File: src/rtl/lnp_ram.sv
// ---------------------------------------------------------------------------
// lnp_ram
// Generic single-write, single-read RAM with a registered read port.
// ---------------------------------------------------------------------------
module lnp_ram #(
  parameter int WIDTH = 8,
  parameter int DEPTH = 128
) (
  input  logic                     clk_i,
  input  logic                     we_i,
  input  logic [$clog2(DEPTH)-1:0] waddr_i,
  input  logic [WIDTH-1:0]         wdata_i,
  input  logic                     re_i,
  input  logic [$clog2(DEPTH)-1:0] raddr_i,
  output logic [WIDTH-1:0]         rdata_o
);

  logic [WIDTH-1:0] mem_q [DEPTH];
  logic [WIDTH-1:0] rdata_q;

  // write port
  always_ff @(posedge clk_i) begin
    if (we_i) begin
      mem_q[waddr_i] <= wdata_i;
    end
  end

  // registered read port
  always_ff @(posedge clk_i) begin
    if (re_i) begin
      rdata_q <= mem_q[raddr_i];
    end
  end

  assign rdata_o = rdata_q;

endmodule

File: config.mk
export PLATFORM = sky130hd
export DESIGN_NAME = lnp_ram
export DESIGN_NICKNAME = d
export VERILOG_FILES = /design/src/rtl/lnp_ram.sv
export SDC_FILE = /design/constraint.sdc
export NUM_CORES = 1
export LEC_CHECK = 0
export BUFFER_PORTS_ARGS = -buffer_cell sky130_fd_sc_hd__buf_2
export CAP_MARGIN = 25
export CORE_MARGIN = 2
export CORE_UTILIZATION = 50
export DETAILED_ROUTE_END_ITERATION = 7
export HOLD_SLACK_MARGIN = 0.1
export PLACE_DENSITY = 0.65
export REMOVE_ABC_BUFFERS = 1
export SLEW_MARGIN = 40
export SYNTH_ARGS = -nofsm -noshare
export SYNTH_HDL_FRONTEND = slang
export SYNTH_SLANG_ARGS = --single-unit
File: constraint.sdc
create_clock -name clk_i -period 4.5 [get_ports clk_i]
set_input_delay 0.9 -clock clk_i [delete_from_list [all_inputs] [get_ports clk_i]]
set_output_delay 0.9 -clock clk_i [all_outputs]
set_load 0.03 [all_outputs]
# Yosys cells after proc, flatten, opt, wreduce, memory -nomap -nowiden
# Memory sizes are Yosys's and may differ from the RTL's. A register that Yosys moved wholly into a read port is not among the register bits.
# Cells that the tools add are included.
# op_classes
muxes,2
# op_table
op,n
1-bit 2-to-1 mux,2
# totals
register_bits,0
ramBits,1024
elab_cells,3
memories,1
# mem_list
name,depth,width,read_ports,rd_clocked_by_memory_dff,write_ports,line_no,rtl
mem_q,128,8,1,1,1,18,logic [WIDTH-1:0] mem_q [DEPTH];

# Depth between registers and ports, before layout
# logic_depth
ltp_word,2
mapped_depth,7
depth_no_buf,4

# Least setup slack after synthesis
# No wires, ideal clock.
# synth_timing
kind,input port to flip-flop
startpoint,input raddr_i[0]
endpoint,"register rdata_q[0], in the netlist rdata_o[0], read port of mem_q (data pin)"
setup_time_ns,0.260
arrival_time_ns,3.284
path_slack_ns,0.957
stages,6
n_path_buf,2
path_cell_list,clkbuf_1 > buf_1 > mux4_2 > mux4_2 > mux4_2 > mux2_2
# synth_lines
element,line_no,rtl
start: declaration,14,"input logic [$clog2(DEPTH)-1:0] raddr_i,"
end: declaration,19,logic [WIDTH-1:0] rdata_q;

==> metrics.md <==
| Metric | Value |
|---|---|
| Share of the clock period used by the worst path | `between 70% and 80%` |
| CTS HTree Levels | `3` |
| Most frequent cell after synthesis | `edfxtp_1` |
| Depth of the worst register-to-register path | `4` |
| Worst setup path category | `in2reg` |
| Critical path data arrival time | `between 3 and 4 ns` |
| Distinct cell type count after synthesis | `16` |
| Number of clock buffers inserted by TritonCTS | `103` |
| Cts hold-fix bufs | `0` |
| Tightest Pin Transition | `0.857 ns` |
| Wirelength per Cell | `~31 um` |
| Cell with the biggest individual delay on the critical path | `mux4_2` |
| Total I/O pin count | `33` |
| Top cells by instance count after synthesis | `1032 x edfxtp_1, 336 x mux4_2, 122 x nor2_1` |
| Number of flops mapped to enable cells by yosys | `1032` |
| Maximum clock rate | `~310 MHz` |
| Maximum count of clock buffers along a single path | `3` |
| Post-synth top area share | `just under 80%` |
| Worst hold path depth | `1` |
| Number of fillers in the final layout | `5661` |
| Number of gates resized after CTS | `0` |
| CP Cell Sequence | `buf_8, buf_4, mux4_2, mux4_2, mux4_2, mux2_2` |
| Required time reported for the critical path endpoint | `around 4.9 ns` |
| First drt pass iteration count | `5` |
| TritonCTS clock tree | `yes` |
| TritonCTS Sinks | `between 1k and 1.5k` |
| Number of placement rows | `103` |
| RSZ-0062 raised after global routing | `no` |
| Xor/xnor share of the synthesized area | `0%` |
| Initial cell density of the core | `approximately 50%` |
| First-pass GRT wire length | `approximately 130000 um` |
| Min Tclk post-route | `3.23 ns` |
| Adder-cell share of the synthesized area | `0%` |
| Outcome | `completed` |
| Worst-path fanout max | `24` |
| Max-Cap Viols | `0` |
| DRC violation count after routing | `0` |
| Largest family of logic cells by synthesized area | `multiplexers` |
| Via count of the routed design | `18.1k` |
| #FFs+latches synth | `between 1k and 1.5k` |
| Worst slew margin relative to its limit | `about 43%` |
| Post-layout net count | `roughly 1.8k` |
| Synthesized area per cell | `between 20 and 25 um^2` |
| Most prevalent standard cell on the critical path | `mux4_2` |
| Max-slew violation count | `0` |
| Overall die area | `81800 um^2` |
| Global-route usage over all layers | `between 20 and 25%` |
| Kind of start point of the critical path | `input pin` |
| Total buffers and inverters traversed by the critical path | `2` |
| Layout overhead on the synthesized area | `14.5%` |
| Clock-pin slew on the worst setup and hold paths | `roughly 0.060 ns` |
| Leakage power total | `~14 nW` |
| Syn. warnings | `0` |
| Share of the synthesized area in compound gates (AO/OA/AOI/OAI) | `0%` |
| GRT Residual Overflow | `0` |
| Y dimension of the die | `around 290 um` |
| Clock Latency Late Sink | `slightly below 0.7 ns` |
| Combined area of all synthesized cells | `between 30000 and 40000 um^2` |
| Primary flip-flop cell chosen by synthesis mapping | `edfxtp_1` |
| Number of antenna violations at the first check in global routing | `2` |
| Post-CTS setup repair buffer count | `0` |
| Hpwl dp | `roughly 57000 um` |
| Count of mapped cells out of synthesis | `around 1.6k` |
| Share of the yosys chip area belonging to registers | `78.0%` |
| X dimension of the die | `about 290 um` |
| Share of final-layout standard cells stronger than drive strength 1 | `about 36%` |
| Post-Route Skew | `0.0326 ns` |
| Weighted congestion reported at the end of routability-driven placement | `0.829` |
| Port buffer count | `32` |
| Pin count of the biggest net entering global routing | `110` |
| Post-synthesis cell type with the largest combined area | `edfxtp_1` |
| Simple logic cell fraction of the synthesized area | `between 1.5 and 2%` |
| Aggregate routed wire length | `roughly 90000 um` |
| Via count of the first global-routing pass | `18.6k` |
| Maximum resistive drop on vdd | `between 0.3 and 0.4 mV` |
| Class of the most critical hold timing path | `in2reg` |
| Number of violations reported at the end of detailed-routing iteration 0 | `1889` |
| CP peak stage delay | `approximately 0.58 ns` |
| Async S/R FF share, synth | `0%` |
| Residual antenna-violating net count after detailed routing | `0` |
| Largest delay share family, worst path | `multiplexers` |
| Core Box Area | `78900 um^2` |
| Total power divided by cell area | `roughly 440 nW/um^2` |
| Final setup violating endpoints | `0` |
| Depth of the critical timing path with buffers and inverters included | `6` |
| Multiplexer share of the synthesized area | `roughly 19%` |
| Number of hold violations in the final report | `0` |
| Area contributors post-synth | `edfxtp_1 78%, mux4_2 19%, nor2_1 1.2%` |
| Kind of end point of the critical path | `register` |
| Final TNS setup | `0 ns` |
| Count of placed standard cells including taps | `roughly 2.8k` |
| Average via count per standard cell | `roughly 6.1` |
| Root buffer selected by CTS | `clkbuf_16` |
| Final non-filler cell total | `slightly below 3k` |
path summary, 6_finish.rpt:
path                                         startpoint                    to  slack [ns]
worst max register to register   mem_q[93][4]$_DFFE_PP_  rdata_o[4]$_DFFE_PP_        1.92
worst min-delay path                               re_i  rdata_o[6]$_DFFE_PP_        0.63
worst max-delay path                         raddr_i[0]  rdata_o[7]$_DFFE_PP_        1.27
worst min register to register  mem_q[110][3]$_DFFE_PP_  rdata_o[3]$_DFFE_PP_        1.20
layout by cell type, fill, tap and decap left out, drive strengths merged, types with 2 or more instances in the layout:
cell type	n
buf	160
bufinv	11
clkbuf	125
clkinv	48
clkinvlp	3
edfxtp	1032
inv	5
mux2	8
mux4	336
nand2	14
nand2b	2
nand3	12
nand4	3
nor2	122
nor2b	7
nor3	9
cells by family after synthesis:
family | Yosys count
buffers and inverters | 89
muxes | 344
and+or+nand+nor | 170
DFF | 1032
report_power, final:
group / switching, mW / total, mW / internal, mW
clock network: 3.58 / 8.42 / 4.85
logic: 0.601 / 1.02 / 0.418
registers: 0.0174 / 10.6 / 10.6
total: 4.19 / 20.1 / 15.9
registers in the layout, summed over array words and instances (netlist names):
signal / cells
rdata_o: 8
mem_q: 1024
through the flow:
step                hold WS [ns]  instance area [um^2]  util [%]  power [mW]  worst slack [ns]
finish                     0.632                 45500      57.7        20.1              1.27
global route               0.612                 45500      57.7        20.6              1.17
CTS                        0.605                 45400      57.6        20.2              1.23
detailed placement          1.19                 42100      53.4        11.9             0.519
global placement            1.20                 42100      53.3        11.9             0.517
floorplan                  0.999                 39300         -        11.3              1.71
per-layer routing:
metal,up-vias,GRT usage (%),wire length (um),part of all wire [%]
met1,9803,32.3,36700,41
met4,2,6.51,2240,2.5
met2,728,35.6,44000,49
li1,7396,-,-,-
met3,134,4.69,7300,8.1
met5,-,0,11,0.012
cell type report:
type                    count  area [um^2]  share of cell area (%)
repair buffers            161         1430                    3.14
multi-input cells         514         8450                    18.6
diodes                      1         2.50                 0.00550
clock inverters            67          657                    1.44
clock buffers             124         2660                    5.84
flip-flops and latches   1032        31000                    68.1
well taps                1050         1310                    2.89
No activity file was read; power rests on OpenSTA's default activity.
